`src/design/lecf_pkg.sv`:
```
// ----------------------------------------------------------------------------
// LED color eased crossfade package
// Shared widths, codes and reset constants of the crossfade core.
// ----------------------------------------------------------------------------
package lecf_pkg;

  localparam int unsigned ChanW   = 8;
  localparam int unsigned RgbW    = 24;
  localparam int unsigned ModeW   = 2;
  localparam int unsigned MsW     = 16;
  localparam int unsigned QW      = 17;
  localparam int unsigned InDataW = 24;
  localparam int unsigned OutDataW = 64;

  localparam logic [QW-1:0]   QOne        = 17'h10000;
  localparam logic [MsW-1:0]  MinFadeMs   = 16'd50;
  localparam logic [MsW-1:0]  ResetFadeMs = 16'd2000;
  localparam logic [MsW-1:0]  MsMax       = 16'hFFFF;
  localparam logic [RgbW-1:0] WarmReset   = 24'hFFB46B;
  localparam logic [RgbW-1:0] CoolReset   = 24'hC8C8FF;

  localparam logic [ModeW-1:0] ModeOff    = 2'd0;
  localparam logic [ModeW-1:0] ModeWarm   = 2'd1;
  localparam logic [ModeW-1:0] ModeCold   = 2'd2;
  localparam logic [ModeW-1:0] ModeBreath = 2'd3;

  localparam logic FuncTick    = 1'b0;
  localparam logic FuncRequest = 1'b1;

  localparam logic RegWarm = 1'b0;
  localparam logic RegCool = 1'b1;

  typedef enum logic [4:0] {
    StIdle  = 5'b00001,
    StDiv   = 5'b00010,
    StSqr   = 5'b00100,
    StBlend = 5'b01000,
    StEmit  = 5'b10000
  } state_e;

endpackage

```
`src/design/led_color_eased_crossfade_core.sv`:
```
// ----------------------------------------------------------------------------
// LED color eased crossfade core
// Mode requests start a color fade; 1 ms ticks advance it with a quadratic
// ease-in-out curve, using a bit-serial divider, squarer and channel blender.
// ----------------------------------------------------------------------------
//  Channel   Direction  Contents (lowest bits first)
//  s_axis    in         tuser: func; tdata: mode, duration
//  m_axis    out        tdata: red, green, blue, shown_mode, progress, remaining_ms
//  cfg       in         write enable, register index, 24-bit color
//
//  A request, or a tick after a finished fade, goes from idle straight to emit.
//  An advancing tick runs 16 divide steps, 16 squaring steps and 17 blend
//  steps, one bit per cycle each, plus entry and result load.
//  The tick that reaches the fade length skips divide and squaring.
//  One item is in work at a time; the result register lets the next item in
//  while a result still waits for the downstream side. Reset is asynchronous.
module led_color_eased_crossfade_core (
  input  logic                           clk_i,
  input  logic                           rst_ni,
  input  logic                           s_axis_tvalid,
  output logic                           s_axis_tready,
  input  logic [lecf_pkg::InDataW-1:0]   s_axis_tdata,  // mode, duration
  input  logic                           s_axis_tuser,  // func
  output logic                           m_axis_tvalid,
  input  logic                           m_axis_tready,
  // red, green, blue, shown_mode, progress, remaining_ms
  output logic [lecf_pkg::OutDataW-1:0]  m_axis_tdata,
  input  logic                           cfg_we_i,
  input  logic                           cfg_idx_i,
  input  logic [lecf_pkg::RgbW-1:0]      cfg_data_i
);

  lecf_pkg::state_e state_q, state_d;

  logic [lecf_pkg::RgbW-1:0]  warm_q, cool_q;
  logic [lecf_pkg::ModeW-1:0] now_mode_q, now_mode_d, goal_mode_q, goal_mode_d;
  logic [lecf_pkg::RgbW-1:0]  start_rgb_q, start_rgb_d, goal_rgb_q, goal_rgb_d;
  logic [lecf_pkg::RgbW-1:0]  now_rgb_q, now_rgb_d;
  logic [lecf_pkg::QW-1:0]    prog_q, prog_d;
  logic [lecf_pkg::MsW-1:0]   len_q, len_d, elapsed_q, elapsed_d;

  logic [4:0]                 cnt_q, cnt_d;
  logic [lecf_pkg::MsW-1:0]   rem_q, rem_d, quo_q, quo_d, x_q, x_d;
  logic                       hi_q, hi_d;
  logic [31:0]                sq_q, sq_d;
  logic [lecf_pkg::QW-1:0]    e_q, e_d, ne_q, ne_d;
  logic [24:0]                acc_q [3];
  logic [24:0]                acc_d [3];

  logic                       out_valid_q;
  logic [lecf_pkg::OutDataW-1:0] out_data_q;

  logic                       in_xfer, out_free;
  logic [lecf_pkg::ModeW-1:0] in_mode;
  logic [lecf_pkg::MsW-1:0]   in_dur, elapsed_inc, p_w, rem_ms;
  logic [16:0]                r2;
  logic                       ge;
  logic [31:0]                sq_next;
  logic [lecf_pkg::QW-1:0]    sq_shift, e_w;

  assign s_axis_tready = (state_q == lecf_pkg::StIdle);
  assign in_xfer       = s_axis_tvalid && s_axis_tready;
  assign in_mode       = s_axis_tdata[1:0];
  assign in_dur        = s_axis_tdata[17:2];
  assign elapsed_inc   = (elapsed_q == lecf_pkg::MsMax) ? lecf_pkg::MsMax
                                                        : elapsed_q + 16'd1;
  assign out_free      = !out_valid_q || m_axis_tready;

  assign r2       = {rem_q, 1'b0};
  assign ge       = r2 >= {1'b0, len_q};
  assign p_w      = {quo_q[14:0], ge};
  assign sq_next  = {sq_q[30:0], 1'b0} + (quo_q[15] ? {16'b0, x_q} : 32'b0);
  assign sq_shift = sq_next[31:15];
  assign e_w      = hi_q ? lecf_pkg::QOne - sq_shift : sq_shift;

  assign rem_ms = (prog_q[16] || elapsed_q >= len_q) ? '0 : len_q - elapsed_q;

  always_comb begin
    state_d     = state_q;
    now_mode_d  = now_mode_q;
    goal_mode_d = goal_mode_q;
    start_rgb_d = start_rgb_q;
    goal_rgb_d  = goal_rgb_q;
    now_rgb_d   = now_rgb_q;
    prog_d      = prog_q;
    len_d       = len_q;
    elapsed_d   = elapsed_q;
    cnt_d       = cnt_q;
    rem_d       = rem_q;
    quo_d       = quo_q;
    x_d         = x_q;
    hi_d        = hi_q;
    sq_d        = sq_q;
    e_d         = e_q;
    ne_d        = ne_q;
    for (int c = 0; c < 3; c++) begin
      acc_d[c] = acc_q[c];
    end

    unique case (state_q)
      lecf_pkg::StIdle: begin
        if (in_xfer) begin
          state_d = lecf_pkg::StEmit;
          if (s_axis_tuser == lecf_pkg::FuncRequest) begin
            if (in_mode != goal_mode_q) begin
              start_rgb_d = now_rgb_q;
              goal_mode_d = in_mode;
              unique case (in_mode)
                lecf_pkg::ModeOff:  goal_rgb_d = '0;
                lecf_pkg::ModeCold: goal_rgb_d = cool_q;
                default:            goal_rgb_d = warm_q;
              endcase
              prog_d    = '0;
              len_d     = (in_dur < lecf_pkg::MinFadeMs) ? lecf_pkg::MinFadeMs : in_dur;
              elapsed_d = '0;
            end
          end else if (prog_q[16]) begin
            now_rgb_d  = goal_rgb_q;
            now_mode_d = goal_mode_q;
          end else begin
            elapsed_d = elapsed_inc;
            for (int c = 0; c < 3; c++) begin
              acc_d[c] = '0;
            end
            if (elapsed_inc >= len_q) begin
              prog_d  = lecf_pkg::QOne;
              e_d     = lecf_pkg::QOne;
              ne_d    = '0;
              cnt_d   = 5'd16;
              state_d = lecf_pkg::StBlend;
            end else begin
              rem_d   = elapsed_inc;
              quo_d   = '0;
              cnt_d   = 5'd15;
              state_d = lecf_pkg::StDiv;
            end
          end
        end
      end

      lecf_pkg::StDiv: begin
        rem_d = ge ? 16'(r2 - {1'b0, len_q}) : r2[15:0];
        quo_d = p_w;
        cnt_d = cnt_q - 5'd1;
        if (cnt_q == 5'd0) begin
          prog_d  = {1'b0, p_w};
          hi_d    = p_w[15];
          x_d     = p_w[15] ? 16'(lecf_pkg::QOne - {1'b0, p_w}) : p_w;
          quo_d   = x_d;
          sq_d    = '0;
          cnt_d   = 5'd15;
          state_d = lecf_pkg::StSqr;
        end
      end

      lecf_pkg::StSqr: begin
        sq_d  = sq_next;
        quo_d = {quo_q[14:0], 1'b0};
        cnt_d = cnt_q - 5'd1;
        if (cnt_q == 5'd0) begin
          e_d     = e_w;
          ne_d    = lecf_pkg::QOne - e_w;
          cnt_d   = 5'd16;
          state_d = lecf_pkg::StBlend;
        end
      end

      lecf_pkg::StBlend: begin
        for (int c = 0; c < 3; c++) begin
          acc_d[c] = {acc_q[c][23:0], 1'b0}
                   + (ne_q[16] ? {17'b0, start_rgb_q[c*8 +: 8]} : 25'b0)
                   + (e_q[16]  ? {17'b0, goal_rgb_q[c*8 +: 8]}  : 25'b0);
        end
        e_d   = {e_q[15:0], 1'b0};
        ne_d  = {ne_q[15:0], 1'b0};
        cnt_d = cnt_q - 5'd1;
        if (cnt_q == 5'd0) begin
          for (int c = 0; c < 3; c++) begin
            now_rgb_d[c*8 +: 8] = acc_d[c][23:16];
          end
          state_d = lecf_pkg::StEmit;
        end
      end

      lecf_pkg::StEmit: begin
        if (out_free) begin
          state_d = lecf_pkg::StIdle;
        end
      end

      default: state_d = lecf_pkg::StIdle;
    endcase
  end

  always_ff @(posedge clk_i or negedge rst_ni) begin
    if (!rst_ni) begin
      state_q     <= lecf_pkg::StIdle;
      warm_q      <= lecf_pkg::WarmReset;
      cool_q      <= lecf_pkg::CoolReset;
      now_mode_q  <= lecf_pkg::ModeOff;
      goal_mode_q <= lecf_pkg::ModeOff;
      start_rgb_q <= '0;
      goal_rgb_q  <= '0;
      now_rgb_q   <= '0;
      prog_q      <= lecf_pkg::QOne;
      len_q       <= lecf_pkg::ResetFadeMs;
      elapsed_q   <= '0;
      cnt_q       <= '0;
      out_valid_q <= 1'b0;
    end else begin
      state_q     <= state_d;
      now_mode_q  <= now_mode_d;
      goal_mode_q <= goal_mode_d;
      start_rgb_q <= start_rgb_d;
      goal_rgb_q  <= goal_rgb_d;
      now_rgb_q   <= now_rgb_d;
      prog_q      <= prog_d;
      len_q       <= len_d;
      elapsed_q   <= elapsed_d;
      cnt_q       <= cnt_d;
      if (cfg_we_i) begin
        unique case (cfg_idx_i)
          lecf_pkg::RegWarm: warm_q <= cfg_data_i;
          lecf_pkg::RegCool: cool_q <= cfg_data_i;
          default: ;
        endcase
      end
      if (state_q == lecf_pkg::StEmit && out_free) begin
        out_valid_q <= 1'b1;
      end else if (m_axis_tready) begin
        out_valid_q <= 1'b0;
      end
    end
  end

  always_ff @(posedge clk_i) begin
    rem_q <= rem_d;
    quo_q <= quo_d;
    x_q   <= x_d;
    hi_q  <= hi_d;
    sq_q  <= sq_d;
    e_q   <= e_d;
    ne_q  <= ne_d;
    for (int c = 0; c < 3; c++) begin
      acc_q[c] <= acc_d[c];
    end
    if (state_q == lecf_pkg::StEmit && out_free) begin
      out_data_q <= {5'b0, rem_ms, prog_q, now_mode_q,
                     now_rgb_q[7:0], now_rgb_q[15:8], now_rgb_q[23:16]};
    end
  end

  assign m_axis_tvalid = out_valid_q;
  assign m_axis_tdata  = out_data_q;

endmodule
```
`config.mk`:
```
export PLATFORM = sky130hd
export DESIGN_NAME = led_color_eased_crossfade_core
export DESIGN_NICKNAME = d
export VERILOG_FILES = /design/src/design/lecf_pkg.sv /design/src/design/led_color_eased_crossfade_core.sv
export SDC_FILE = /design/constraint.sdc
export NUM_CORES = 1
export LEC_CHECK = 0
export BUFFER_PORTS_ARGS = -buffer_cell sky130_fd_sc_hd__buf_4
export CORE_ASPECT_RATIO = 0.6
export CORE_MARGIN = 1
export CORE_UTILIZATION = 55
export CTS_CLUSTER_SIZE = 24
export DETAILED_ROUTE_END_ITERATION = 10
export GPL_TIMING_DRIVEN = 0
export PLACE_DENSITY_LB_ADDON = 0.3
export SYNTH_ARGS = -nofsm -noshare
export SYNTH_HDL_FRONTEND = slang
export SYNTH_SLANG_ARGS = --single-unit
```
`constraint.sdc`:
```
create_clock -name clk_i -period 6.51 [get_ports clk_i]
set_input_delay 0.9765 -clock clk_i [delete_from_list [all_inputs] [get_ports clk_i]]
set_output_delay 0.9765 -clock clk_i [all_outputs]
set_load 0.02 [all_outputs]
```
==> impl_metrics.env, run 1 <==
export IMPL_outcome="finished clean"
export IMPL_slew_headroom=0.3505
export IMPL_met3_usage=0.06455
export IMPL_setup_tns_ns=0
export IMPL_start_util=0.5645
export IMPL_yosys_area_share_simple=0.1589
export IMPL_first_pass_iters=6
export IMPL_synth_compound_area_frac=0.1234
export IMPL_met2_usage=0.4045
export IMPL_ys_seq_elements=425
export IMPL_cp_slowest_cell="a211oi_4"
export IMPL_grt_start_max_net_pins=131
export IMPL_cts_buffers=41
export IMPL_wl_per_cell_um=20.55
export IMPL_r2r_setup_slack_ns=0.38
export IMPL_die_area_sq_um=42790
export IMPL_ys_seq_area_frac=0.5154
export IMPL_yosysWarnings=0
export IMPL_cts_buffer_depth=3
export IMPL_r2r_end="quo_q[11]$_DFFE_PP_"
export IMPL_p_comb_frac=0.402
export IMPL_fin_crit_ns=6.129
export IMPL_report_final_slew_viol_count=0
export IMPL_port_buffers=108
export IMPL_power_switching_mw=4.562
export IMPL_critPathTopFamily="compound AO/OA/AOI/OAI gates"
export IMPL_synthMuxAreaShare=0.02707
export IMPL_syn_area_sq_um=23070
export IMPL_internal_power_mw=6.931
export IMPL_nFillCells=3115
export IMPL_finalClockSkew_ns=0.01428
export IMPL_grt_setup_unrepaired="no"
export IMPL_gr_total_overflow=0
export IMPL_setup_violations=0
export IMPL_synth_xor_area_share=0.05619
export IMPL_gp_congestion=0.9553
export IMPL_path_buf_inv=3
export IMPL_vdd_drop_max_mv=0.3098
export IMPL_hold_violations=0
export IMPL_final_nets=2596
export IMPL_final_period_utilization=0.9414
export IMPL_crit_fanout=16
export IMPL_synth_area_leaders="edfxtp_1 31%, dfrtp_1 16%, ha_1 5.2%, nand2_1 5.1%, dfstp_2 4.4%"
export IMPL_min_delay_path_class="in -> async"
export IMPL_max_stage_delay_ns=0.80
export IMPL_top_usage_layer="met1"
export IMPL_pwr_share_seq=0.385
export IMPL_cts_root_buf="clkbuf_16"
export IMPL_powerDensity_nw_per_um2=439.2
export IMPL_p_sw_frac=0.3970
export IMPL_worstSetupPathType="reg -> reg"
export IMPL_yosysUniqueCellTypes=82
export IMPL_place_hpwl_mm=45.49
export IMPL_synth_top_cell_area_share=0.3137
export IMPL_timing_rr_start="elapsed_q[1]$_DFFE_PN0P_"
export IMPL_grt_pass1_wl_mm=97.69
export IMPL_fp_row_count=57
export IMPL_antenna_found_initial=5
export IMPL_synth_commonest_cells="314 x nand2_1, 241 x edfxtp_1, 181 x nor2_1, 165 x inv_1, 157 x o21ai_0"
export IMPL_max_freq_mhz=163.2
export IMPL_critical_path_startpoint="elapsed_q[1]$_DFFE_PN0P_"
export IMPL_arrival_ns=6.31
export IMPL_io_pins=121
export IMPL_syn_inst=2256
export IMPL_core_area_sq_um=40870
export IMPL_drive_gt1_frac=0.1253
export IMPL_synth_top_family_by_area="simple AND/OR/NAND/NOR gates"
export IMPL_drt_iter0_drc=2270
export IMPL_maxCapViolCount=0
export IMPL_register_area_sq_um=11890
export IMPL_grt_use_met1=0.4682
export IMPL_ys_flop_type="edfxtp_1"
export IMPL_synth_fa_ha_area_frac=0.07496
export IMPL_cts_max_level=2
export IMPL_multi_input_area_sq_um=10220
export IMPL_drc_errors=0
export IMPL_synth_edf_count=241
export IMPL_dieHeight_um=160.6
export IMPL_cp_data_required_time_ns=6.69
export IMPL_postSynthAreaPerCell_sq_um=10.23
export IMPL_synth_largest_area_cell="edfxtp_1"
export IMPL_finalPower_mw=11.49
export IMPL_crit_top_cell="a21o_1"
export IMPL_area_growth_pct=13.45
export IMPL_crit_chain="ha_1 > and3_1 > nand2_1 > or3_1 > clkbuf_1 > nor3_1 > nor2_1 > inv_1 > ha_1 > a21o_1 > a21o_1 > a21o_1 > a21o_1 > a21o_1 > a21o_1 > a21o_1 > a21oi_1 > o31a_1 > clkbuf_1 > nor2_1 > a211oi_4"
export IMPL_r2r_cells=21
export IMPL_num_vias=18020
export IMPL_grt_usage=0.2945
export IMPL_die_x_um=266.4
export IMPL_p_leak_nw=10.89
export IMPL_clkTransAtPathRegs_ns=0.07
export IMPL_clkSinkCount=425
export IMPL_end_kind="register"
export IMPL_async_flop_share=0.4329
export IMPL_postRouteAntennaNets=0
export IMPL_wl_mm=61.97
export IMPL_cts_tree="done"
export IMPL_grt_pass1_vias=17200
export IMPL_synth_most_common_cell="nand2_1"
export IMPL_setup_worst_path_start_class="register"
export IMPL_clkPwrFrac=0.213
export IMPL_viasPerCell=5.978
export IMPL_worst_pin_slew_ns=0.9719
export IMPL_clock_latency_ns=0.56
[logic make-up (layout without fill, tap and decap cells)]
kind of cell / after synthesis / in the layout
buf+inv: 264 / 455
mux: 56 / 56
simple gates: 795 / 795
xor+xnor: 145 / 145
fa+ha+maj: 122 / 122
compound gates: 448 / 448
flops: 425 / 425
other cells: 1 / 9
[state kept, by name, indices dropped and copies added (netlist names), 17 cells and up]
register	flops
acc_q	69
start_rgb_q	24
prog_q	17
e_q	17
m_axis_tdata	59
cool_q	24
sq_q	31
goal_rgb_q	24
now_rgb_q	24
warm_q	24
[what timing repair did]
action	in CTS	in global routing
setup buffers	0	0
hold buffers	0	0
endpoints found under the setup margin	0	1
gates resized for setup	0	2
[area by class of cell]
| type | instances | area share |
|---|---|---|
| Sequential cell | 425 | 0.4543 |
| Buffer | 98 | 0.01501 |
| Clock buffer | 59 | 0.04408 |
| Antenna cell | 4 | 0.0003825 |
| Timing Repair Buffer | 116 | 0.03782 |
| Clock inverter | 16 | 0.007219 |
| Multi-Input combinational cell | 1571 | 0.3906 |
| Inverter | 166 | 0.02381 |
| Tap cell | 560 | 0.02677 |
[power by group through the flow]
stage | combinational [mW] | clock [mW] | sequential [mW]
final | 4.62 | 2.44 | 4.43
after global routing | 5.12 | 2.57 | 4.50
after CTS | 4.55 | 2.47 | 4.40
after detailed placement | 4.49 | 0 | 4.44
after global placement | 4.20 | 0 | 4.46
after floorplan | 3.16 | 0 | 4.29
[through the flow]
step	util	cells	hold WS, ns	instance area (sq um)	setup slack, ns
finish	0.6404	3015	0.3554	26170	0.3813
floorplan	-	2260	0.4194	23080	0.1189
detailed placement	0.6072	2936	0.4312	24810	0.4549
CTS	0.6400	3011	0.3582	26160	0.4141
global route	0.6404	3015	0.3695	26170	0.01344
global placement	0.6018	2928	0.4296	24590	-1.387
[layout by cell type, fill, tap and decap left out, drive strengths merged, types with 27 or more instances in the layout]
cell type and n:
edfxtp 241, fa 27, o21ai 167, buf 133
mux2 51, xor2 43, and3 29, clkbuf 140
nor3 51, nand3 67, a21o 39, a21oi 82
ha 95, inv 167, nor2 181, nand2 315
xnor2 102, dfrtp 145, nor2b 28, dfstp 39
and2 42
[worst max-delay path by stage]
stage                             end  slack, ns  depth (start not counted)
4_1_cts           quo_q[14]$_DFFE_PP_       0.41                         22
5_1_grt        prog_q[15]$_DFFE_PN0P_       0.01                         24
3_3_place_gp        e_q[14]$_DFFE_PP_      -1.39                         22
6_report          quo_q[11]$_DFFE_PP_       0.38                         21
3_5_place_dp      quo_q[11]$_DFFE_PP_       0.45                         21
2_1_floorplan        e_q[0]$_DFFE_PP_       0.12                         22
[metal layers]
metal	vias to the layer above	wire (um)
li1	8215	-
met1	8827	28390
met2	901	25320
met3	81	7019
met4	0	1236
met5	-	0
Note: power is estimated with default switching activity, not from simulation.
==> run 2: changes to the inputs <==
--- a/config.mk
+++ b/config.mk
@@ -7,7 +7,7 @@
 export LEC_CHECK = 0
 export BUFFER_PORTS_ARGS = -buffer_cell sky130_fd_sc_hd__buf_4
 export CORE_ASPECT_RATIO = 0.6
-export CORE_MARGIN = 1
+export CORE_MARGIN = 4
 export CORE_UTILIZATION = 55
 export CTS_CLUSTER_SIZE = 24
 export DETAILED_ROUTE_END_ITERATION = 10
==> run 2 against run 1 <==
Effect of this change: critical path type unchanged; critical endpoint is now prog_q[15]$_DFFE_PN0P_; global-route usage fell by 2.5 points; flip-flop and latch count did not move; sequential share of layout area fell by 0.093 points; wire length rose by 0.40%; first-iteration DRC count fell by 14%; highest routed layer is now met5; total power rose by 0.43%; largest power group unchanged; register-to-register slack got worse by 0.20 ns; largest cell class unchanged; critical path depth rose by 3.
==> impl_metrics.env, run 2 (same netlist as run 1, synthesis figures left out) <==
export IMPL_arrival_ns=6.82
export IMPL_final_instance_count_excl_fill=3017
export IMPL_start_util=0.5635
export IMPL_crit_fanout=10
export IMPL_finalClockSkew_ns=0.02085
export IMPL_wl_per_cell_um=20.62
export IMPL_clock_latency_ns=0.57
export IMPL_cts_buffer_depth=3
export IMPL_hold_ws_ns=0.4184
export IMPL_final_common_cell="nand2_1"
export IMPL_hold_buffers=0
export IMPL_cts_max_level=2
export IMPL_grt_pass1_vias=17530
export IMPL_r2r_setup_slack_ns=0.18
export IMPL_cts_tree="done"
export IMPL_min_delay_path_class="in -> async"
export IMPL_area_growth_pct=13.68
export IMPL_setup_violations=0
export IMPL_first_pass_iters=7
export IMPL_wl_mm=62.21
export IMPL_top_usage_layer="met1"
export IMPL_clkSinkCount=425
export IMPL_dpl_cell_count=2936
export IMPL_regMostFlops="acc_q"
export IMPL_slew_headroom=0.3440
export IMPL_largest_reg_flops=69
export IMPL_gr_total_overflow=0
export IMPL_dieHeight_um=166.6
export IMPL_port_buffers=108
export IMPL_core_area_sq_um=40940
export IMPL_num_vias=18170
export IMPL_die_x_um=272.4
export IMPL_worstSetupPathType="reg -> reg"
export IMPL_end_kind="register"
export IMPL_final_cell_mix="313 x nand2_1, 241 x edfxtp_1, 179 x nor2_1"
export IMPL_r2r_end="prog_q[15]$_DFFE_PN0P_"
export IMPL_outcome="finished clean"
export IMPL_clkTransAtPathRegs_ns=0.07
export IMPL_grt_setup_unrepaired="no"
export IMPL_fp_row_count=57
export IMPL_io_pins=121
export IMPL_place_hpwl_mm=45.75
export IMPL_drive_gt1_frac=0.1251
export IMPL_final_nets=2598
export IMPL_drt_iter0_drc=1950
export IMPL_viasPerCell=6.021
export IMPL_p_leak_nw=10.91
export IMPL_setup_worst_path_start_class="register"
export IMPL_die_area_sq_um=45390
export IMPL_vdd_drop_max_mv=0.2100
export IMPL_max_freq_mhz=158.0
export IMPL_met2_usage=0.3759
export IMPL_maxCapViolCount=0
export IMPL_r2r_cells=24
export IMPL_final_period_utilization=0.9725
export IMPL_antenna_found_initial=3
export IMPL_met3_usage=0.06500
export IMPL_fin_crit_ns=6.331
export IMPL_powerDensity_nw_per_um2=440.1
export IMPL_grt_pass1_wl_mm=97.29
export IMPL_grt_usage=0.2694
export IMPL_cts_buffers=41
export IMPL_grt_use_met1=0.4205
export IMPL_worst_pin_slew_ns=0.9749
export IMPL_grt_start_max_net_pins=102
export IMPL_drc_errors=0
export IMPL_report_final_slew_viol_count=0
export IMPL_cts_root_buf="clkbuf_16"
export IMPL_finalPower_mw=11.54
export IMPL_timing_rr_start="elapsed_q[0]$_DFFE_PN0P_"
export IMPL_postRouteAntennaNets=0
export IMPL_hold_violations=0
export IMPL_gp_congestion=0.9601
export IMPL_cp_data_required_time_ns=7.00
==> run 2: worst max-delay path by stage <==
| stage | endpoint | start | slack, ns | cells past startpoint |
|---|---|---|---|---|
| 5_1_grt | prog_q[6]$_DFFE_PN0P_ | elapsed_q[1]$_DFFE_PN0P_ | 0.007 | 24 |
| 3_3_place_gp | e_q[14]$_DFFE_PP_ | elapsed_q[1]$_DFFE_PN0P_ | -1.68 | 22 |
| 2_1_floorplan | e_q[0]$_DFFE_PP_ | elapsed_q[1]$_DFFE_PN0P_ | 0.12 | 22 |
| 6_report | prog_q[15]$_DFFE_PN0P_ | elapsed_q[0]$_DFFE_PN0P_ | 0.18 | 24 |
| 4_1_cts | quo_q[11]$_DFFE_PP_ | elapsed_q[1]$_DFFE_PN0P_ | 0.21 | 21 |
| 3_5_place_dp | quo_q[10]$_DFFE_PP_ | elapsed_q[1]$_DFFE_PN0P_ | 0.04 | 21 |
==> run 2: critical path, cell delays in order, from the launching register on <==
cell	delay [ns]
dfrtp_1	0.44
ha_1	0.25
and3_1	0.25
nand2_1	0.13
or3_1	0.36
clkbuf_1	0.24
or3_1	0.61
and2_1	0.27
ha_1	0.28
nand2b_1	0.15
a21o_1	0.18
a21o_1	0.19
a21o_1	0.18
a21o_1	0.17
a21o_1	0.17
a21o_1	0.18
a21o_1	0.18
a21oi_1	0.29
o31a_1	0.24
clkbuf_1	0.34
o21a_1	0.24
clkbuf_1	0.40
clkbuf_2	0.34
nand2_1	0.10
nand2_1	0.07
==> run 2: power breakdown <==
part	switching (mW)	internal, mW	leakage [nW]	total, mW
combinational	2.90	1.76	5.66	4.66
sequential	0.608	3.82	4.59	4.43
clock	1.07	1.39	0.661	2.46
total	4.58	6.96	10.9	11.5
==> run 2: final cells by class <==
| type | instances | area [sq um] |
|---|---|---|
| antenna | 3 | 7.507 |
| buffer | 98 | 392.9 |
| clock buffer | 61 | 1182 |
| clock inverter | 15 | 175.2 |
| fill | 3223 | 14710 |
| inverter | 166 | 623.1 |
| multi-input combinational | 1571 | 10230 |
| sequential | 425 | 11890 |
| tap | 560 | 700.7 |
| timing repair buffer | 118 | 1026 |
==> run 2: repair_timing <==
action                                  CTS  global route
setup buffers                             0             1
gates resized for setup                   1             4
endpoints found under the setup margin   17            27
pin swaps                                 0             1
==> run 2: routing by layer <==
| metal | routed length [um] | vias up |
|---|---|---|
| met5 | 109 | - |
| met1 | 27910 | 8839 |
| met4 | 1479 | 2 |
| met3 | 7287 | 112 |
| met2 | 25420 | 1021 |
| li1 | - | 8191 |
==> run 2: stage by stage <==
step | util | cell area [sq um] | setup slack [ns] | setup TNS, ns
finish | 0.6406 | 26220 | 0.1791 | 0
global placement | 0.6008 | 24590 | -1.682 | -77.37
CTS | 0.6391 | 26160 | 0.2100 | 0
global route | 0.6406 | 26220 | 0.006631 | 0
detailed placement | 0.6058 | 24800 | 0.04296 | 0
floorplan | - | 23080 | 0.1189 | 0
==> run 3: changes to the inputs <==
--- a/config.mk
+++ b/config.mk
@@ -5,7 +5,7 @@
 export SDC_FILE = /design/constraint.sdc
 export NUM_CORES = 1
 export LEC_CHECK = 0
-export BUFFER_PORTS_ARGS = -buffer_cell sky130_fd_sc_hd__buf_4
+export BUFFER_PORTS_ARGS = -buffer_cell sky130_fd_sc_hd__buf_2
 export CORE_ASPECT_RATIO = 0.6
 export CORE_MARGIN = 4
 export CORE_UTILIZATION = 55
==> run 3 against run 2 <==
Effect of this change: sequential share of layout area is 0.53 points higher; worst hold slack worse by 0.022 ns; clock skew hardly changed; via count fell by 1.2%; non-clock buffer count unchanged; die area unchanged; register-to-register slack improved by 0.03 ns; sequential power barely moved; flip-flop and latch count did not move; clock power hardly changed; final cell count about the same; total power decreased by 0.58%.
==> impl_metrics.env, run 3 (same netlist as run 1, synthesis figures left out) <==
export IMPL_grt_pass1_vias=17280
export IMPL_hold_buffers=0
export IMPL_cp_slowest_cell="or3_1"
export IMPL_max_stage_delay_ns=0.57
export IMPL_crit_chain="ha_1 > and3_1 > nand2_1 > or3_1 > clkbuf_1 > or3_1 > and2_1 > ha_1 > nand2b_1 > a21o_1 > a21o_1 > a21o_1 > a21o_1 > a21o_1 > a21o_1 > a21o_1 > a21oi_1 > o31a_1 > clkbuf_1 > nor2_1 > a211oi_2 > buf_4"
export IMPL_area_growth_pct=12.36
export IMPL_wl_met2_mm=25.13
export IMPL_io_pins=121
export IMPL_setup_tns_ns=0
export IMPL_fp_row_count=57
export IMPL_die_area_sq_um=45390
export IMPL_grt_start_max_net_pins=115
export IMPL_setup_violations=0
export IMPL_hold_ws_ns=0.3968
export IMPL_cts_tree="done"
export IMPL_clock_latency_ns=0.57
export IMPL_postRouteAntennaNets=0
export IMPL_p_comb_frac=0.396
export IMPL_clkPwrFrac=0.217
export IMPL_num_vias=17950
export IMPL_powerDensity_nw_per_um2=442.7
export IMPL_wl_mm=61.30
export IMPL_final_period_utilization=0.9681
export IMPL_slew_headroom=0.1338
export IMPL_vdd_drop_max_mv=0.2791
export IMPL_setup_worst_path_start_class="register"
export IMPL_min_delay_path_class="in -> async"
export IMPL_final_nets=2597
export IMPL_cts_buffers=40
export IMPL_r2r_cells=22
export IMPL_crit_top_cell="a21o_1"
export IMPL_place_hpwl_mm=45.19
export IMPL_maxCapViolCount=0
export IMPL_nFillCells=3254
export IMPL_cts_root_buf="clkbuf_16"
export IMPL_wl_met3_mm=7.391
export IMPL_cts_buffer_depth=3
export IMPL_fin_crit_ns=6.302
export IMPL_cp_data_required_time_ns=6.76
export IMPL_port_buffers=108
export IMPL_report_final_slew_viol_count=0
export IMPL_setup_ws_ns=0.2075
export IMPL_grt_setup_unrepaired="no"
export IMPL_largest_reg_flops=69
export IMPL_viasPerCell=5.956
export IMPL_drt_iter0_drc=2114
export IMPL_clkSinkCount=425
export IMPL_gp_congestion=0.9358
export IMPL_p_sw_frac=0.3959
export IMPL_met1_length_mm=27.66
export IMPL_start_util=0.5635
export IMPL_grt_pass1_wl_mm=96.16
export IMPL_cts_max_level=2
export IMPL_clkTransAtPathRegs_ns=0.07
export IMPL_power_switching_mw=4.543
export IMPL_die_x_um=272.4
export IMPL_critical_path_startpoint="elapsed_q[1]$_DFFE_PN0P_"
export IMPL_dieHeight_um=166.6
export IMPL_top_layer_used="met5"
export IMPL_hold_violations=0
export IMPL_place_ws_ns=0.3808
export IMPL_drc_errors=0
export IMPL_antenna_found_initial=3
export IMPL_crit_fanout=11
export IMPL_max_freq_mhz=158.7
export IMPL_arrival_ns=6.56
export IMPL_core_area_sq_um=40940
export IMPL_final_cell_mix="313 x nand2_1, 241 x edfxtp_1, 179 x nor2_1"
export IMPL_gr_total_overflow=0
export IMPL_end_kind="register"
export IMPL_grt_usage=0.2658
export IMPL_final_common_cell="nand2_1"
export IMPL_worst_pin_slew_ns=1.299
export IMPL_regMostFlops="acc_q"
export IMPL_p_leak_nw=10.83
export IMPL_worstSetupPathType="reg -> reg"
export IMPL_finalClockSkew_ns=0.02039
export IMPL_drive_gt1_frac=0.1281
export IMPL_pwr_share_seq=0.387
export IMPL_timing_rr_start="elapsed_q[1]$_DFFE_PN0P_"
export IMPL_first_pass_iters=8
export IMPL_wl_per_cell_um=20.34
export IMPL_internal_power_mw=6.932
export IMPL_outcome="finished clean"
## run 3: cell count changes in the layout (fill, tap and decap cells not counted), moves of 3 or more
cell	change
buf_4	-106
clkbuf_1	-6
clkinv_1	-3
buf_2	+107
clkinv_2	+5
## run 3: metal layers
layer  global-route usage  up-vias
met5                    0        -
met4              0.05551        2
met3              0.07521       99
met2               0.3707      934
met1               0.4143     8704
li1                     -     8211
## run 3: final timing paths
path,slack (ns),end
setup / recovery,0.21,quo_q[11]$_DFFE_PP_
hold / removal,0.40,elapsed_q[7]$_DFFE_PN0P_
setup reg to reg,0.21,quo_q[11]$_DFFE_PP_
hold reg to reg,0.45,m_axis_tdata[40]$_DFFE_PP_
max in group asynchronous,5.15,now_rgb_q[20]$_DFFE_PN0P_
min in group clk_i,0.45,m_axis_tdata[40]$_DFFE_PP_
## run 3: worst max-delay path, delay by kind of cell (launching register included)
family                     cells  cell delay, ns
adders and majority gates      2            0.52
AOI/OAI and AO/OA             10            2.35
buffers and inverters          3            0.87
and+or+nand+nor                7            1.76
DFF                            1            0.45
## run 3: final cells by class
class	count	area [sq um]	area share
Multi-Input combinational cell	1571	10220	0.3942
Clock inverter	19	210.2	0.008110
Sequential cell	425	11890	0.4587
Clock buffer	55	1159	0.04470
Timing Repair Buffer	118	721.9	0.02785
Inverter	166	623.1	0.02404
Tap cell	560	700.7	0.02703
Buffer	98	391.6	0.01511
Antenna cell	2	5.005	0.0001931
## run 3: stage by stage
step / std cells / power (mW) / instance area [sq um] / utilization
CTS: 3012 / 11.38 / 25910 / 0.6328
finish: 3014 / 11.48 / 25920 / 0.6332
detailed placement: 2938 / 8.864 / 24540 / 0.5994
floorplan: 2260 / 7.447 / 23080 / -
global route: 3013 / 12.15 / 25920 / 0.6331
global placement: 2928 / 8.649 / 24320 / 0.5942
## run 3: power by group through the flow
stage	clock [mW]	combinational [mW]	sequential [mW]
2_1_floorplan	0	3.16	4.29
3_3_place_gp	0	4.18	4.47
3_5_place_dp	0	4.42	4.44
4_1_cts	2.52	4.47	4.40
5_1_grt	2.62	5.03	4.50
6_report	2.49	4.55	4.44
## run 3: repair_timing
action,4_1_cts,5_1_grt
setup endpoints to repair,0,10
setup buffers,0,0
gates resized for setup,0,3
